**src/rtl/core/trapezoidal_speed_profile_assert.svh**
```systemverilog
// ----------------------------------------------------------------------------
// trapezoidal_speed_profile_assert.svh
// assertion macros shared by the speed profile rtl
// ----------------------------------------------------------------------------
`ifndef TRAPEZOIDAL_SPEED_PROFILE_ASSERT_SVH
`define TRAPEZOIDAL_SPEED_PROFILE_ASSERT_SVH

// same-cycle implication, sampled on clk, off during reset
`define TSP_ASSERT_IMP(label, ante, cons) \
	label: assert property (@(posedge clk) disable iff (!arst_n) (ante) |-> (cons)) \
		else $error("tsp same-cycle check failed");

// next-cycle implication, sampled on clk, off during reset
`define TSP_ASSERT_NXT(label, ante, cons) \
	label: assert property (@(posedge clk) disable iff (!arst_n) (ante) |=> (cons)) \
		else $error("tsp next-cycle check failed");

`endif

```
**src/rtl/core/tsp_pkg.sv**
```systemverilog
// ----------------------------------------------------------------------------
// tsp_pkg
// types, widths and helpers of the trapezoidal speed profile
// ----------------------------------------------------------------------------
package tsp_pkg;

	localparam int FRAC_BITS  = 16;
	localparam int DIST_W     = 25;
	localparam int SPD_W      = 20;
	localparam int TIME_W     = 24;
	localparam int OSPD_W     = 21;
	localparam int TRAV_W     = 24;
	localparam int CFG_IDX_W  = 3;
	localparam int CFG_W      = 25;
	localparam int WIDE_W     = 48;
	localparam int DEN_W      = 21;
	localparam int REM_W      = 27;
	localparam int ROOT_W     = 24;
	localparam int CNT_W      = 6;
	localparam int DIV_STEPS  = 48;
	localparam int SQRT_STEPS = 24;
	localparam int MUL_A_W    = 32;
	localparam int MUL_B_W    = 24;
	localparam int PROD_W     = MUL_A_W + MUL_B_W;
	localparam int DV_W       = 28;
	localparam int SPD_ACC_W  = 29;
	localparam int RD_W       = 36;
	localparam int DACC_W     = 40;

	localparam logic [SPD_W-1:0]  TOP_SPEED_RST = 20'd32768;
	localparam logic [SPD_W-1:0]  ACCEL_RST     = 20'd32768;
	localparam logic [WIDE_W-1:0] Q_LIMIT       = 48'h0000_4000_0000;

	typedef enum logic {
		OP_PLAN   = 1'b0,
		OP_SAMPLE = 1'b1
	} op_t;

	typedef enum logic [CFG_IDX_W-1:0] {
		CFG_MOVE_DISTANCE = 3'd0,
		CFG_START_SPEED   = 3'd1,
		CFG_END_SPEED     = 3'd2,
		CFG_TOP_SPEED     = 3'd3,
		CFG_ACCELERATION  = 3'd4
	} cfg_reg_t;

	typedef enum logic [1:0] {
		SEG_ACC,
		SEG_CRU,
		SEG_DEC,
		SEG_END
	} seg_t;

	typedef enum logic [4:0] {
		ST_IDLE,
		ST_P_T0,
		ST_P_T4,
		ST_P_M0,
		ST_P_Q0,
		ST_P_M1,
		ST_P_Q1,
		ST_P_M2,
		ST_P_Q2,
		ST_P_CMP,
		ST_P_TH,
		ST_P_SQ,
		ST_P_TT,
		ST_P_F,
		ST_P_V,
		ST_P_A,
		ST_P_B,
		ST_P_C,
		ST_P_D,
		ST_S_SEG,
		ST_S_M1,
		ST_S_M2,
		ST_S_M3,
		ST_S_M4,
		ST_S_ADJ,
		ST_DIV,
		ST_OUT
	} state_t;

	function automatic logic [TIME_W-1:0] sat24(input logic [WIDE_W-1:0] v);
		logic [WIDE_W-1:0] lim;
		lim = {{(WIDE_W-TIME_W){1'b0}}, {TIME_W{1'b1}}};
		return (v > lim) ? {TIME_W{1'b1}} : v[TIME_W-1:0];
	endfunction

endpackage

```
**src/rtl/core/tsp_stream_if.sv**
```systemverilog
// ----------------------------------------------------------------------------
// tsp_stream_if
// valid/ready channels carrying profile requests and profile results
// ----------------------------------------------------------------------------
interface tsp_in_if;
	logic                              valid;
	logic                              ready;
	logic                              operation;
	logic [tsp_pkg::TIME_W-1:0]        sample_time;

	modport source (output valid, output operation, output sample_time, input ready);
	modport sink   (input valid, input operation, input sample_time, output ready);
endinterface

interface tsp_out_if;
	logic                              valid;
	logic                              ready;
	logic signed [tsp_pkg::OSPD_W-1:0] speed;
	logic [tsp_pkg::TRAV_W-1:0]        travelled;
	logic                              finished;
	logic [tsp_pkg::TIME_W-1:0]        total_time;

	modport source (output valid, output speed, output travelled, output finished,
		output total_time, input ready);
	modport sink   (input valid, input speed, input travelled, input finished,
		input total_time, output ready);
endinterface

```
**src/rtl/core/trapezoidal_speed_profile.sv**
```systemverilog
// ----------------------------------------------------------------------------
// trapezoidal_speed_profile
// trapezoidal / triangular speed profile planner and sampler, q.16 fixed point
// ----------------------------------------------------------------------------
// A plan transfer (operation 0) reads the move registers and works out the
// direction and the three segment end times; a sample transfer (operation 1)
// returns the signed speed and distance covered at sample_time, with a sticky
// finished flag once the end time is reached. Every transfer gives exactly one
// result. Work is done one item at a time by a small sequencer around one
// shift/subtract unit (restoring divide, one quotient bit a cycle, or integer
// square root, one root bit a cycle) and one 32x24 multiplier. A sample steps
// through ST_S_SEG, ST_S_M1 to ST_S_M3, ST_S_M4 (cruise) or ST_S_ADJ and ST_OUT,
// with two chained multiplier passes (three when cruising), or goes from
// ST_S_SEG to ST_OUT once the end time is passed. A plan runs eight 48-step
// divides, or six and one 24-step square root for a triangular move, in the
// shared unit. Input ready is high only while the sequencer is idle; a finished
// result sits in the output register, and the next item can be taken meanwhile.
// ----------------------------------------------------------------------------
`include "trapezoidal_speed_profile_assert.svh"

module trapezoidal_speed_profile (
	input  logic                            clk,
	input  logic                            arst_n,
	tsp_in_if.sink                          item,
	tsp_out_if.source                       result,
	input  logic                            cfg_we,
	input  logic [tsp_pkg::CFG_IDX_W-1:0]   cfg_idx,
	input  logic [tsp_pkg::CFG_W-1:0]       cfg_wdata
);

	localparam int FB = tsp_pkg::FRAC_BITS;
	localparam int WW = tsp_pkg::WIDE_W;

	// configuration registers
	logic [tsp_pkg::DIST_W-1:0] mdist_q;
	logic [tsp_pkg::SPD_W-1:0]  v0_q, v1_q, vtop_q, accel_q;

	// plan results kept between items
	logic [tsp_pkg::TIME_W-1:0] acc_end_q, dec_start_q, fin_q, dmag_q;
	logic                       dir_neg_q, done_q;

	// sequencer
	tsp_pkg::state_t state_q, state_d, ret_q, div_ret;
	tsp_pkg::seg_t   seg_q;
	logic            is_plan_q;

	// plan scratch
	logic [WW-1:0] t0_q, t4_q, dfull_q, cruise_q, mac_q, accw_q, tail_q, decw_q;

	// sample scratch
	logic [tsp_pkg::TIME_W-1:0]    t_q, tt_q;
	logic [tsp_pkg::SPD_W-1:0]     vsel_q;
	logic [tsp_pkg::DV_W-1:0]      dv_q;
	logic [tsp_pkg::SPD_ACC_W-1:0] spd_q;
	logic [tsp_pkg::DACC_W-1:0]    dist_q;

	// shared shift/subtract unit
	logic [WW-1:0]                 dq_q;
	logic [tsp_pkg::REM_W-1:0]     rem_q;
	logic [tsp_pkg::ROOT_W-1:0]    root_q;
	logic [tsp_pkg::DEN_W-1:0]     den_q;
	logic                          sqrt_q;
	logic [tsp_pkg::CNT_W-1:0]     cnt_q;
	logic [tsp_pkg::REM_W-1:0]     cand, trial, diff;
	logic                          ge;

	// shared multiplier
	logic [tsp_pkg::PROD_W-1:0]    prod_q;

	// control from the output decoder
	logic                          ready_c;
	logic                          div_start, div_sqrt;
	logic [WW-1:0]                 div_num;
	logic [tsp_pkg::DEN_W-1:0]     div_den;
	logic                          mul_en;
	logic [tsp_pkg::MUL_A_W-1:0]   mul_a;
	logic [tsp_pkg::MUL_B_W-1:0]   mul_b;

	// output register
	logic                              out_valid_q, out_fin_q, out_free, out_load;
	logic signed [tsp_pkg::OSPD_W-1:0] out_speed_q;
	logic [tsp_pkg::TRAV_W-1:0]        out_trav_q, out_total_q;

	// derived values
	logic [tsp_pkg::SPD_W-1:0]  a_eff, vmax_eff;
	logic [tsp_pkg::DIST_W-1:0] mag;
	logic [WW-1:0]              qclamp, fin_sum;
	logic [tsp_pkg::SPD_W-1:0]  spd_sat;
	logic                       fin_flag;
	logic                       xfer_in;

	// zero acceleration or top speed behaves as one lsb
	assign a_eff    = (accel_q == '0) ? tsp_pkg::SPD_W'(1) : accel_q;
	assign vmax_eff = (vtop_q == '0) ? tsp_pkg::SPD_W'(1) : vtop_q;
	// magnitude of the signed distance; full negative gives 2^24
	assign mag      = mdist_q[tsp_pkg::DIST_W-1] ? (~mdist_q + 1'b1) : mdist_q;
	assign qclamp   = (dq_q > tsp_pkg::Q_LIMIT) ? tsp_pkg::Q_LIMIT : dq_q;
	assign fin_sum  = decw_q + tail_q;
	assign spd_sat  = (spd_q > tsp_pkg::SPD_ACC_W'({tsp_pkg::SPD_W{1'b1}})) ?
		{tsp_pkg::SPD_W{1'b1}} : spd_q[tsp_pkg::SPD_W-1:0];
	assign fin_flag = done_q | (seg_q == tsp_pkg::SEG_END);
	assign xfer_in  = item.valid & ready_c;
	assign out_free = ~out_valid_q | result.ready;
	assign out_load = (state_q == tsp_pkg::ST_OUT) & out_free;

	// shared unit: divide brings in one dividend bit, root brings in two
	assign cand  = sqrt_q ? {rem_q[tsp_pkg::REM_W-3:0], dq_q[WW-1 -: 2]}
		: {rem_q[tsp_pkg::REM_W-2:0], dq_q[WW-1]};
	assign trial = sqrt_q ? {1'b0, root_q, 2'b01}
		: {{(tsp_pkg::REM_W-tsp_pkg::DEN_W){1'b0}}, den_q};
	assign ge    = (cand >= trial);
	assign diff  = cand - trial;

	// configuration writes
	always_ff @(posedge clk or negedge arst_n) begin
		if (!arst_n) begin
			mdist_q <= '0;
			v0_q    <= '0;
			v1_q    <= '0;
			vtop_q  <= tsp_pkg::TOP_SPEED_RST;
			accel_q <= tsp_pkg::ACCEL_RST;
		end else if (cfg_we) begin
			unique case (cfg_idx)
				tsp_pkg::CFG_MOVE_DISTANCE: mdist_q <= cfg_wdata;
				tsp_pkg::CFG_START_SPEED:   v0_q    <= cfg_wdata[tsp_pkg::SPD_W-1:0];
				tsp_pkg::CFG_END_SPEED:     v1_q    <= cfg_wdata[tsp_pkg::SPD_W-1:0];
				tsp_pkg::CFG_TOP_SPEED:     vtop_q  <= cfg_wdata[tsp_pkg::SPD_W-1:0];
				tsp_pkg::CFG_ACCELERATION:  accel_q <= cfg_wdata[tsp_pkg::SPD_W-1:0];
				default: ;
			endcase
		end
	end

	// next state
	always_comb begin
		state_d = state_q;
		unique case (state_q)
			tsp_pkg::ST_IDLE: begin
				if (xfer_in) begin
					state_d = (item.operation == tsp_pkg::OP_PLAN) ?
						tsp_pkg::ST_P_T0 : tsp_pkg::ST_S_SEG;
				end
			end
			tsp_pkg::ST_P_M0:  state_d = tsp_pkg::ST_P_Q0;
			tsp_pkg::ST_P_M1:  state_d = tsp_pkg::ST_P_Q1;
			tsp_pkg::ST_P_M2:  state_d = tsp_pkg::ST_P_Q2;
			tsp_pkg::ST_P_CMP: begin
				state_d = (dfull_q < dq_q) ? tsp_pkg::ST_P_TH : tsp_pkg::ST_DIV;
			end
			tsp_pkg::ST_P_TH:  state_d = tsp_pkg::ST_P_SQ;
			tsp_pkg::ST_P_A:   state_d = tsp_pkg::ST_P_B;
			tsp_pkg::ST_P_B:   state_d = tsp_pkg::ST_P_C;
			tsp_pkg::ST_P_C:   state_d = tsp_pkg::ST_P_D;
			tsp_pkg::ST_P_D:   state_d = tsp_pkg::ST_OUT;
			tsp_pkg::ST_P_T0, tsp_pkg::ST_P_T4, tsp_pkg::ST_P_Q0, tsp_pkg::ST_P_Q1,
			tsp_pkg::ST_P_Q2, tsp_pkg::ST_P_SQ, tsp_pkg::ST_P_TT, tsp_pkg::ST_P_F,
			tsp_pkg::ST_P_V: state_d = tsp_pkg::ST_DIV;
			tsp_pkg::ST_DIV: begin
				if (cnt_q == '0) begin
					state_d = ret_q;
				end
			end
			tsp_pkg::ST_S_SEG: begin
				// segment is being registered now, so decide from the times
				state_d = (t_q >= fin_q) ? tsp_pkg::ST_OUT : tsp_pkg::ST_S_M1;
			end
			tsp_pkg::ST_S_M1:  state_d = tsp_pkg::ST_S_M2;
			tsp_pkg::ST_S_M2:  state_d = tsp_pkg::ST_S_M3;
			tsp_pkg::ST_S_M3: begin
				state_d = (seg_q == tsp_pkg::SEG_CRU) ? tsp_pkg::ST_S_M4 : tsp_pkg::ST_S_ADJ;
			end
			tsp_pkg::ST_S_M4:  state_d = tsp_pkg::ST_OUT;
			tsp_pkg::ST_S_ADJ: state_d = tsp_pkg::ST_OUT;
			tsp_pkg::ST_OUT: begin
				if (out_free) begin
					state_d = tsp_pkg::ST_IDLE;
				end
			end
			default: state_d = tsp_pkg::ST_IDLE;
		endcase
	end

	// control outputs: unit launches and multiplier operands
	always_comb begin
		ready_c   = 1'b0;
		div_start = 1'b0;
		div_sqrt  = 1'b0;
		div_num   = '0;
		div_den   = {1'b0, a_eff};
		div_ret   = tsp_pkg::ST_IDLE;
		mul_en    = 1'b0;
		mul_a     = '0;
		mul_b     = '0;
		unique case (state_q)
			tsp_pkg::ST_IDLE: ready_c = 1'b1;
			tsp_pkg::ST_P_T0: begin
				div_start = 1'b1;
				div_num   = WW'(v0_q) << FB;
				div_ret   = tsp_pkg::ST_P_T4;
			end
			tsp_pkg::ST_P_T4: begin
				div_start = 1'b1;
				div_num   = WW'(v1_q) << FB;
				div_ret   = tsp_pkg::ST_P_M0;
			end
			tsp_pkg::ST_P_M0: begin
				mul_en = 1'b1;
				mul_a  = tsp_pkg::MUL_A_W'(v0_q);
				mul_b  = tsp_pkg::MUL_B_W'(v0_q);
			end
			tsp_pkg::ST_P_Q0, tsp_pkg::ST_P_Q1: begin
				div_start = 1'b1;
				div_num   = prod_q[WW-1:0];
				div_den   = {a_eff, 1'b0};
				div_ret   = (state_q == tsp_pkg::ST_P_Q0) ? tsp_pkg::ST_P_M1 : tsp_pkg::ST_P_M2;
			end
			tsp_pkg::ST_P_M1: begin
				mul_en = 1'b1;
				mul_a  = tsp_pkg::MUL_A_W'(v1_q);
				mul_b  = tsp_pkg::MUL_B_W'(v1_q);
			end
			tsp_pkg::ST_P_M2: begin
				mul_en = 1'b1;
				mul_a  = tsp_pkg::MUL_A_W'(vmax_eff);
				mul_b  = tsp_pkg::MUL_B_W'(vmax_eff);
			end
			tsp_pkg::ST_P_Q2: begin
				div_start = 1'b1;
				div_num   = prod_q[WW-1:0];
				div_ret   = tsp_pkg::ST_P_CMP;
			end
			tsp_pkg::ST_P_CMP: begin
				// too short for top speed: peak speed from sqrt(a * dfull)
				if (dfull_q < dq_q) begin
					mul_en = 1'b1;
					mul_a  = tsp_pkg::MUL_A_W'(a_eff);
					mul_b  = dfull_q[tsp_pkg::MUL_B_W-1:0];
				end else begin
					div_start = 1'b1;
					div_num   = dfull_q - dq_q;
					div_den   = {1'b0, vmax_eff};
					div_ret   = tsp_pkg::ST_P_F;
				end
			end
			tsp_pkg::ST_P_TH: begin
				mul_en = 1'b1;
				mul_a  = tsp_pkg::MUL_A_W'(a_eff);
				mul_b  = dfull_q[WW-1 -: tsp_pkg::MUL_B_W];
			end
			tsp_pkg::ST_P_SQ: begin
				div_start = 1'b1;
				div_sqrt  = 1'b1;
				div_num   = mac_q + (prod_q[WW-1:0] << tsp_pkg::MUL_B_W);
				div_ret   = tsp_pkg::ST_P_TT;
			end
			tsp_pkg::ST_P_TT: begin
				div_start = 1'b1;
				div_num   = WW'(root_q) << FB;
				div_ret   = tsp_pkg::ST_P_A;
			end
			tsp_pkg::ST_P_F: begin
				div_start = 1'b1;
				div_num   = WW'(rem_q[tsp_pkg::DEN_W-1:0]) << FB;
				div_den   = {1'b0, vmax_eff};
				div_ret   = tsp_pkg::ST_P_V;
			end
			tsp_pkg::ST_P_V: begin
				div_start = 1'b1;
				div_num   = WW'(vmax_eff) << FB;
				div_ret   = tsp_pkg::ST_P_A;
			end
			tsp_pkg::ST_S_M1: begin
				mul_en = 1'b1;
				mul_a  = tsp_pkg::MUL_A_W'(a_eff);
				mul_b  = tt_q;
			end
			tsp_pkg::ST_S_M2: begin
				mul_en = 1'b1;
				mul_a  = tsp_pkg::MUL_A_W'({vsel_q, 1'b0})
					+ tsp_pkg::MUL_A_W'(prod_q[FB +: tsp_pkg::DV_W]);
				mul_b  = tt_q;
			end
			tsp_pkg::ST_S_M3: begin
				mul_en = (seg_q == tsp_pkg::SEG_CRU);
				mul_a  = tsp_pkg::MUL_A_W'(vmax_eff);
				mul_b  = t_q - acc_end_q;
			end
			default: ;
		endcase
	end

	// state register
	always_ff @(posedge clk or negedge arst_n) begin
		if (!arst_n) begin
			state_q <= tsp_pkg::ST_IDLE;
			ret_q   <= tsp_pkg::ST_IDLE;
		end else begin
			state_q <= state_d;
			if (div_start) begin
				ret_q <= div_ret;
			end
		end
	end

	// shared shift/subtract unit and multiplier
	always_ff @(posedge clk) begin
		if (div_start) begin
			dq_q   <= div_num;
			rem_q  <= '0;
			root_q <= '0;
			den_q  <= div_den;
			sqrt_q <= div_sqrt;
			cnt_q  <= div_sqrt ? tsp_pkg::CNT_W'(tsp_pkg::SQRT_STEPS - 1)
				: tsp_pkg::CNT_W'(tsp_pkg::DIV_STEPS - 1);
		end else if (state_q == tsp_pkg::ST_DIV) begin
			rem_q <= ge ? diff : cand;
			cnt_q <= cnt_q - 1'b1;
			if (sqrt_q) begin
				dq_q   <= dq_q << 2;
				root_q <= {root_q[tsp_pkg::ROOT_W-2:0], ge};
			end else begin
				dq_q <= {dq_q[WW-2:0], ge};
			end
		end
		if (mul_en) begin
			prod_q <= mul_a * mul_b;
		end
	end

	// plan and sample datapath
	always_ff @(posedge clk) begin
		unique case (state_q)
			tsp_pkg::ST_IDLE: begin
				if (xfer_in) begin
					t_q       <= item.sample_time;
					is_plan_q <= (item.operation == tsp_pkg::OP_PLAN);
				end
			end
			tsp_pkg::ST_P_T4:  t0_q     <= dq_q;
			tsp_pkg::ST_P_M0:  t4_q     <= dq_q;
			tsp_pkg::ST_P_M1:  dfull_q  <= WW'(mag) + dq_q;
			tsp_pkg::ST_P_M2:  dfull_q  <= dfull_q + dq_q;
			tsp_pkg::ST_P_TH:  mac_q    <= prod_q[WW-1:0];
			tsp_pkg::ST_P_TT:  cruise_q <= '0;
			tsp_pkg::ST_P_F:   cruise_q <= qclamp << FB;
			tsp_pkg::ST_P_V:   cruise_q <= cruise_q + dq_q;
			// dq_q holds the full-speed ramp time from here on
			tsp_pkg::ST_P_A:   accw_q   <= (dq_q > t0_q) ? dq_q - t0_q : '0;
			tsp_pkg::ST_P_B:   tail_q   <= (dq_q > t4_q) ? dq_q - t4_q : '0;
			tsp_pkg::ST_P_C:   decw_q   <= accw_q + cruise_q;
			tsp_pkg::ST_S_SEG: begin
				if (t_q < acc_end_q) begin
					seg_q  <= tsp_pkg::SEG_ACC;
					tt_q   <= t_q;
					vsel_q <= v0_q;
				end else if (t_q < dec_start_q) begin
					seg_q  <= tsp_pkg::SEG_CRU;
					tt_q   <= acc_end_q;
					vsel_q <= v0_q;
				end else if (t_q < fin_q) begin
					seg_q  <= tsp_pkg::SEG_DEC;
					tt_q   <= fin_q - t_q;
					vsel_q <= v1_q;
				end else begin
					seg_q  <= tsp_pkg::SEG_END;
					spd_q  <= tsp_pkg::SPD_ACC_W'(v1_q);
					dist_q <= tsp_pkg::DACC_W'(dmag_q);
				end
			end
			tsp_pkg::ST_S_M2:  dv_q <= prod_q[FB +: tsp_pkg::DV_W];
			tsp_pkg::ST_S_M3: begin
				spd_q  <= (seg_q == tsp_pkg::SEG_CRU) ? tsp_pkg::SPD_ACC_W'(vmax_eff)
					: tsp_pkg::SPD_ACC_W'(vsel_q) + tsp_pkg::SPD_ACC_W'(dv_q);
				dist_q <= tsp_pkg::DACC_W'(prod_q[FB+1 +: tsp_pkg::RD_W]);
			end
			tsp_pkg::ST_S_M4: begin
				dist_q <= dist_q + tsp_pkg::DACC_W'(prod_q[FB +: tsp_pkg::DV_W]);
			end
			tsp_pkg::ST_S_ADJ: begin
				// deceleration distance counts back from the end point
				if (seg_q == tsp_pkg::SEG_DEC) begin
					dist_q <= (dist_q < tsp_pkg::DACC_W'(dmag_q)) ?
						tsp_pkg::DACC_W'(dmag_q) - dist_q : '0;
				end
			end
			default: ;
		endcase
	end

	// plan state kept across items
	always_ff @(posedge clk or negedge arst_n) begin
		if (!arst_n) begin
			acc_end_q   <= '0;
			dec_start_q <= '0;
			fin_q       <= '0;
			dir_neg_q   <= 1'b0;
			dmag_q      <= '0;
			done_q      <= 1'b0;
		end else if (state_q == tsp_pkg::ST_P_D) begin
			acc_end_q   <= tsp_pkg::sat24(accw_q);
			dec_start_q <= tsp_pkg::sat24(decw_q);
			fin_q       <= tsp_pkg::sat24(fin_sum);
			dir_neg_q   <= mdist_q[tsp_pkg::DIST_W-1];
			dmag_q      <= tsp_pkg::sat24(WW'(mag));
			done_q      <= 1'b0;
		end else if (out_load && !is_plan_q) begin
			done_q <= fin_flag;
		end
	end

	// output register
	always_ff @(posedge clk or negedge arst_n) begin
		if (!arst_n) begin
			out_valid_q <= 1'b0;
		end else if (out_load) begin
			out_valid_q <= 1'b1;
		end else if (result.ready) begin
			out_valid_q <= 1'b0;
		end
	end

	always_ff @(posedge clk) begin
		if (out_load) begin
			out_total_q <= fin_q;
			if (is_plan_q) begin
				out_speed_q <= '0;
				out_trav_q  <= '0;
				out_fin_q   <= 1'b0;
			end else begin
				out_speed_q <= dir_neg_q ? -$signed({1'b0, spd_sat}) : $signed({1'b0, spd_sat});
				out_trav_q  <= tsp_pkg::sat24(WW'(dist_q));
				out_fin_q   <= fin_flag;
			end
		end
	end

	assign item.ready        = ready_c;
	assign result.valid      = out_valid_q;
	assign result.speed      = out_speed_q;
	assign result.travelled  = out_trav_q;
	assign result.finished   = out_fin_q;
	assign result.total_time = out_total_q;

	// a taken item always starts the sequencer
	`TSP_ASSERT_NXT(a_busy_after_xfer, item.valid && item.ready, state_q != tsp_pkg::ST_IDLE)
	// segment boundaries stay ordered
	`TSP_ASSERT_IMP(a_seg_order, 1'b1, acc_end_q <= dec_start_q && dec_start_q <= fin_q)
	// a reported finish is remembered until the next plan
	`TSP_ASSERT_IMP(a_fin_sticky, result.valid && result.finished && !is_plan_q, done_q)

endmodule
```
**src/flat_wrapper.sv**
```systemverilog
// flat-port wrapper written by rule: the top's interface ports become plain ports
module trapezoidal_speed_profile_flat 
  (clk, arst_n, cfg_we, cfg_idx, cfg_wdata, item_valid, item_operation, item_sample_time, item_ready, result_valid, result_speed, result_travelled, result_finished, result_total_time, result_ready);
  tsp_in_if item_i ();
  tsp_out_if result_i ();
  input  logic clk;
  input  logic arst_n;
  input  logic cfg_we;
  input  logic [tsp_pkg::CFG_IDX_W-1:0] cfg_idx;
  input  logic [tsp_pkg::CFG_W-1:0] cfg_wdata;
  input wire logic [$bits(item_i.valid)-1:0] item_valid;
  input wire logic [$bits(item_i.operation)-1:0] item_operation;
  input wire logic [$bits(item_i.sample_time)-1:0] item_sample_time;
  output wire logic [$bits(item_i.ready)-1:0] item_ready;
  output wire logic [$bits(result_i.valid)-1:0] result_valid;
  output wire logic [$bits(result_i.speed)-1:0] result_speed;
  output wire logic [$bits(result_i.travelled)-1:0] result_travelled;
  output wire logic [$bits(result_i.finished)-1:0] result_finished;
  output wire logic [$bits(result_i.total_time)-1:0] result_total_time;
  input wire logic [$bits(result_i.ready)-1:0] result_ready;
  assign item_i.valid = item_valid;
  assign item_i.operation = item_operation;
  assign item_i.sample_time = item_sample_time;
  assign item_ready = item_i.ready;
  assign result_valid = result_i.valid;
  assign result_speed = result_i.speed;
  assign result_travelled = result_i.travelled;
  assign result_finished = result_i.finished;
  assign result_total_time = result_i.total_time;
  assign result_i.ready = result_ready;
  trapezoidal_speed_profile u_core (.clk(clk), .arst_n(arst_n), .item(item_i), .result(result_i), .cfg_we(cfg_we), .cfg_idx(cfg_idx), .cfg_wdata(cfg_wdata));
endmodule
```
**config.mk**
```make
export PLATFORM = sky130hd
export DESIGN_NAME = trapezoidal_speed_profile_flat
export DESIGN_NICKNAME = d
export VERILOG_FILES = /design/src/rtl/core/tsp_pkg.sv /design/src/rtl/core/tsp_stream_if.sv /design/src/rtl/core/trapezoidal_speed_profile.sv /design/src/flat_wrapper.sv
export VERILOG_INCLUDE_DIRS = /design/src /design/src/rtl/core
export SDC_FILE = /design/constraint.sdc
export NUM_CORES = 2
export LEC_CHECK = 0
export ABC_AREA = 1
export BUFFER_PORTS_ARGS = -buffer_cell sky130_fd_sc_hd__buf_2
export CELL_PAD_IN_SITES_DETAIL_PLACEMENT = 2
export CELL_PAD_IN_SITES_GLOBAL_PLACEMENT = 2
export CORE_ASPECT_RATIO = 0.7
export CORE_MARGIN = 10
export CORE_UTILIZATION = 36
export CTS_CLUSTER_DIAMETER = 100
export CTS_CLUSTER_SIZE = 16
export DETAILED_ROUTE_END_ITERATION = 16
export PLACE_DENSITY_LB_ADDON = 0.1
export SKIP_CTS_REPAIR_TIMING = 1
export SKIP_LAST_GASP = 1
export SYNTH_ARGS = -nofsm -noshare
export SYNTH_HDL_FRONTEND = slang
export SYNTH_SLANG_ARGS = --single-unit
export TNS_END_PERCENT = 50
```
**constraint.sdc**
```tcl
create_clock -name clk -period 7.9 [get_ports clk]
set_input_delay 0.395 -clock clk [delete_from_list [all_inputs] [get_ports clk]]
set_output_delay 0.395 -clock clk [all_outputs]
set_load 0.02 [all_outputs]
```
# Word-level counts from Yosys, hierarchy flattened
# Cells that the tools add are included.
# word_totals
regBits,1015
input_bits,58
output_inout_bits,72
# op_classes
add_sub_neg,19
multipliers,1
order_cmp,16
eq_ne,40
n_mux,70
bitwise_logic,8
reduce_logical,37
# op_table
op,n
48-bit case mux with 8 select lines,1
48-bit adder,5
24-bit two-way mux,9
40-bit two-way mux,5
48-bit two-way mux,4
32-bit case mux with 6 select lines,1
20-bit two-way mux,9
24-bit case mux with 7 select lines,1
40-bit case mux with 4 select lines,1
48-bit by 24-bit > comparator with 1-bit output (second input constant),3
48-bit case mux with 3 select lines,1
48-bit subtractor,3
29-bit two-way mux,4
48-bit > comparator,2
48-bit case mux with 2 select lines,1
5-bit case mux with 17 select lines,1
24-bit less-than comparator,3
21-bit case mux with 3 select lines,1
29-bit case mux with 2 select lines,1
5-bit == test (second input constant),11
32-bit by 24-bit multiplier with 53-bit output,1
26-bit two-way mux,2
25-bit by 48-bit adder with 48-bit output,1
48-bit by 31-bit > comparator with 1-bit output (second input constant),1
other kinds (59),119

# Logic depth before layout (Yosys ltp)
# depth
depth_word,6
ltp_mapped,44
mapped_depth_nobuf,43

# Worst setup path after synthesis
# Ideal clock, no wire load.
# synth_timing
path_type,reg2reg
from,register u_core.dq_q[1]
to,"register u_core.prod_q[45] in the netlist's numbering, data pin"
setup_time_ns,0.265
arrival_time_ns,7.939
required_ns,7.635
path_slack_ns,-0.304
path_stages_with_launch,40
n_path_buf,2
synth_period_minus_slack_ns,8.204
cell_sequence,edfxtp_1 > inv_1 > fa_1 > nand2_1 > o21ai_2 > nand2_1 > nand2_2 > a21oi_4 > o21ai_4 > nand2_2 > nand3_4 > inv_4 > buf_4 > nand2_1 > nand2_2 > buf_2 > nand2_1 > fa_1 > [... 4 more ...] > fa_1 > fa_1 > inv_1 > fa_1 > inv_1 > fa_1 > inv_1 > ha_1 > a21o_1 > a31oi_1 > o21ai_0 > nand2_1 > nand3_1 > nand2_1 > nand2_1 > a21oi_1 > o21ai_0 > xor2_1
# synth_between
elab_chain_cells,4
word_cells_on_any_way,6
cone_classes,1 x mul; 1 x order compare; 4 x mux
# synth_lines
item,line,rtl
from (decl),trapezoidal_speed_profile.sv:58,logic [WW-1:0] dq_q;
from (signal assigned),trapezoidal_speed_profile.sv:308,dq_q <= div_num;
from (signal assigned),trapezoidal_speed_profile.sv:319,dq_q <= dq_q << 2;
from (signal assigned),trapezoidal_speed_profile.sv:322,"dq_q <= {dq_q[WW-2:0], ge};"
48-bit less-than comparator *,trapezoidal_speed_profile.sv:234,if (dfull_q < dq_q) begin
24-bit two-way mux or 20-bit two-way mux (tied branches),trapezoidal_speed_profile.sv:234,
24-bit case mux with 7 select lines or 32-bit case mux with 6 select lines (tied branches),trapezoidal_speed_profile.sv:194,unique case (state_q)
32-bit by 24-bit multiplier with 53-bit output *,trapezoidal_speed_profile.sv:326,prod_q <= mul_a * mul_b;
to (signal assigned),trapezoidal_speed_profile.sv:326,
to (decl),trapezoidal_speed_profile.sv:68,logic [tsp_pkg::PROD_W-1:0] prod_q;
# Every way passes the cells marked *; elsewhere a longest branch is shown, timed or not.
# A chain may end at the register's enable or synchronous reset.

# Worst setup path in the final report
# layout_timing
from,register u_core.prod_q[18] in the netlist's numbering
to,"register u_core.prod_q[47] in the netlist's numbering, data pin"
# layout_between
elab_chain_cells,3
# layout_lines
item,line,rtl
21-bit by 28-bit adder with 29-bit output,trapezoidal_speed_profile.sv:280,+ tsp_pkg::MUL_A_W'(prod_q[FB +: tsp_pkg::DV_W]);
32-bit case mux with 6 select lines,trapezoidal_speed_profile.sv:194,
32-bit by 24-bit multiplier with 53-bit output,trapezoidal_speed_profile.sv:326,
# No other way between the ends.

==> reports/results.ini <==
[placed_design]
hpwl_um = 529000
place.gp.congestion = 1.07
pre_cts_ws_ps = -2030
placement.io_buffers = 129

[logic_synthesis]
yosysTopAreaCell = edfxtp_1
yosysWarningCount = 0
ys_ff_latch = 1014
netlist_instances = 13000
syn-cell-area_sq_um = 98900
synth_flop_cell = edfxtp_1
ys_async_sr_fraction_pct = 21.0
synth_edf_count = 751
avgSynthCellArea_sq_um = 7.61
syn-num-nets = 14400
yosysTopAreaCellShare_pct = 22.8
synth_most_common_cell = nand2_1
yosys-top-cells-area = edfxtp_1 (23%), fa_1 (12%), nand2_1 (11%)
synth_cell_type_count = 72
yosysSeqAreaShare_pct = 29.2
synthTopCellsByCount = nand2_1 (2,946), inv_1 (2,403), nor2_1 (1,133), o21ai_0 (951), a21oi_1 (902)

[cts]
clk_path_buf_depth = 3
path_clk_slew_ps = 110
clkLatencyLatePin_ps = 760
h-tree-depth = 3
clockRootBuffer = clkbuf_16
numCtsBuffers = 75
tritoncts = done
cts_sinks = 1014

[global_routing]
grt_max_degree = 99
grt-ovfl-total = 0
grt_pass1_wl_um = 855000
antenna_found_initial = 118
grt_pass1_vias = 110000
grt_util_all_layers_pct = 40.2

[sta]
fin_skew_ps = 65.4
period_share_pct = 126
setup_viol = 44
rsz0062_at_grt = true
tightest_slew_ps = 1690
max_freq_ghz = 0.100
period_needed_ps = 9970
slew_violations = 2
relSlewSlack_pct = -13.6
setup_slack_ps = -2070
setup_tns_ps = -69560
hold_viol_final = 0

[floorplan]
chipHeight_um = 459
rows = 160
io_pins = 130
core_sq_um = 272000
chipWidth_um = 647
initial_core_util_pct = 36.3
die_area_sq_um = 296000

[final_layout]
num-nets-final = 15900
fillers = 31100
layout-drive-gt1-share_pct = 16.9
final_util_pct = 44.8
synthToLayoutAreaGrowth_pct = 23.4

[drt]
drcViolationCount = 0
drt_iter0_drc = 16200
vias = 112000
dr.pass1.iters = 9
viasPerCell = 6.13
drt_wl_total_um = 668000
wire_per_inst_um = 36.5
ant_nets = 0

[worst_setup_path]
crit_arrival_ps = 10510
cp-end-kind = flop
worstSetupPathType = flop to flop
critPathMaxStageDelay_ps = 570
cpMaxStageDelayCell = fa_1
worstPathRequired_ps = 8440
crit_top_cell = nand2_1
critPathMaxFanout = 11
start_kind = flop

[outcome]
violations = capacitance limit, slew limit, setup timing
status = finished, violations left

[pwr]
vdd.ir_drop.worst_v = 0.000246
p_leak_nw = 57.8
power_density_nw_per_um2 = 380

[min_path]
min_path_type = primary input to flop

[job]
drv_cap = 1

==> critical path, delay by kind of cell (launching register included) <==
family,cells,cell delay [ps]
flip-flops,1,460
AND/OR/NAND/NOR,18,2790
XOR/XNOR,1,350
buffers and inverters,11,1400
adder cells (fa/ha/maj),9,4460
AO/OA/AOI/OAI,1,200
==> state kept, by name, indices dropped and copies added (netlist names), 25 cells and up <==
signal           cells
u_core.spd_q        29
u_core.decw_q       48
u_core.rem_q        26
u_core.prod_q       53
u_core.t4_q         48
u_core.mac_q        48
u_core.cruise_q     48
u_core.accw_q       48
u_core.mdist_q      25
u_core.dv_q         28
u_core.dfull_q      48
u_core.dq_q         48
u_core.t0_q         48
u_core.tail_q       48
u_core.dist_q       40
==> layout by cell type, fill, tap and decap left out, types with 37 or more instances in the layout <==
cell       count
xor2_1       213
dfxtp_1       50
nor3_1       124
o21bai_1      64
dfrtp_1      211
o21ai_0      911
xnor2_1      131
a31oi_1       83
inv_1       2305
buf_2        128
fa_2          38
o21a_1        62
nor2_1      1072
diode_2       72
clkbuf_16     90
buf_6         81
nor2_2        37
nand2_1     2860
nor4_1        65
ha_1         689
o22ai_1       75
nand2_2       72
a21oi_1      845
o211ai_1      69
a211oi_1      53
or2_2         48
o2111ai_1     37
a21o_1        85
nand3_1      371
nor2_4        43
edfxtp_1     751
a21oi_2       37
fa_1         569
inv_2        112
nand4_1      131
buf_4       1365
buf_12       110
o221ai_1      43
clkbuf_1      40
==> per-layer routing <==
metal | routed length (um) | part of all wire (%) | GRT usage (%) | up-vias
li1 | - | - | - | 45400
met1 | 288000 | 43 | 60.6 | 57800
met2 | 245000 | 37 | 50.3 | 7314
met3 | 103000 | 15 | 18.0 | 1491
met4 | 29600 | 4.4 | 10.4 | 84
met5 | 2250 | 0.34 | 0.831 | -
==> through the flow <==
stage               cell area [sq um]  instances  hold slack [ps]  power, W
floorplan                       99100      13000             99.4    0.0238
global placement               115000      17900              441    0.0372
detailed placement             115000      17900              458    0.0386
CTS                            117000      18000             -254    0.0430
global route                   122000      18200             15.0    0.0479
finish                         122000      18300             17.4    0.0464
==> cell type report <==
cell class | count | area, sq um | area share, %
antenna | 72 | 180 | 0.148
inverter | 2428 | 9140 | 7.49
clock buffer | 116 | 2050 | 1.68
timing repair buffer | 1747 | 15000 | 12.3
multi-input combinational | 9238 | 62100 | 50.9
tap | 3645 | 4560 | 3.74
clock inverter | 14 | 190 | 0.156
sequential | 1014 | 28900 | 23.7
==> kinds of logic after synthesis <==
logic type      Yosys count  share of synthesized area, %
mux                       3                        0.0329
fa+ha+maj              1333                          21.5
simple gates           4961                          20.5
buf+inv                2742                          10.7
flops                  1014                          29.2
compound gates         2591                          15.0
xor+xnor                350                          3.10
==> final timing paths <==
check                             startpoint                  to  slack (ps)  cells past startpoint
min                            cfg_wdata[24]  u_core.mdist_q[24]          20                      3
min in group asynchronous             arst_n  u_core.mdist_q[23]         380                      2
max reg2reg                u_core.prod_q[18]   u_core.prod_q[47]       -2070                     40
min reg2reg                 u_core.rem_q[25]    u_core.rem_q[25]         490                      2
max                        u_core.prod_q[18]   u_core.prod_q[47]       -2070                     40
max in group asynchronous             arst_n    u_core.fin_q[12]        5820                      3
==> where the power goes <==
part | switching [W] | internal [W] | total (W) | leakage (nW)
logic | 0.0230 | 0.00978 | 0.0328 | 46.9
clock network | 0.00240 | 0.00192 | 0.00432 | 1.08
registers | 0.00144 | 0.00786 | 0.00931 | 9.78
Power figures use the tool's default switching activity.
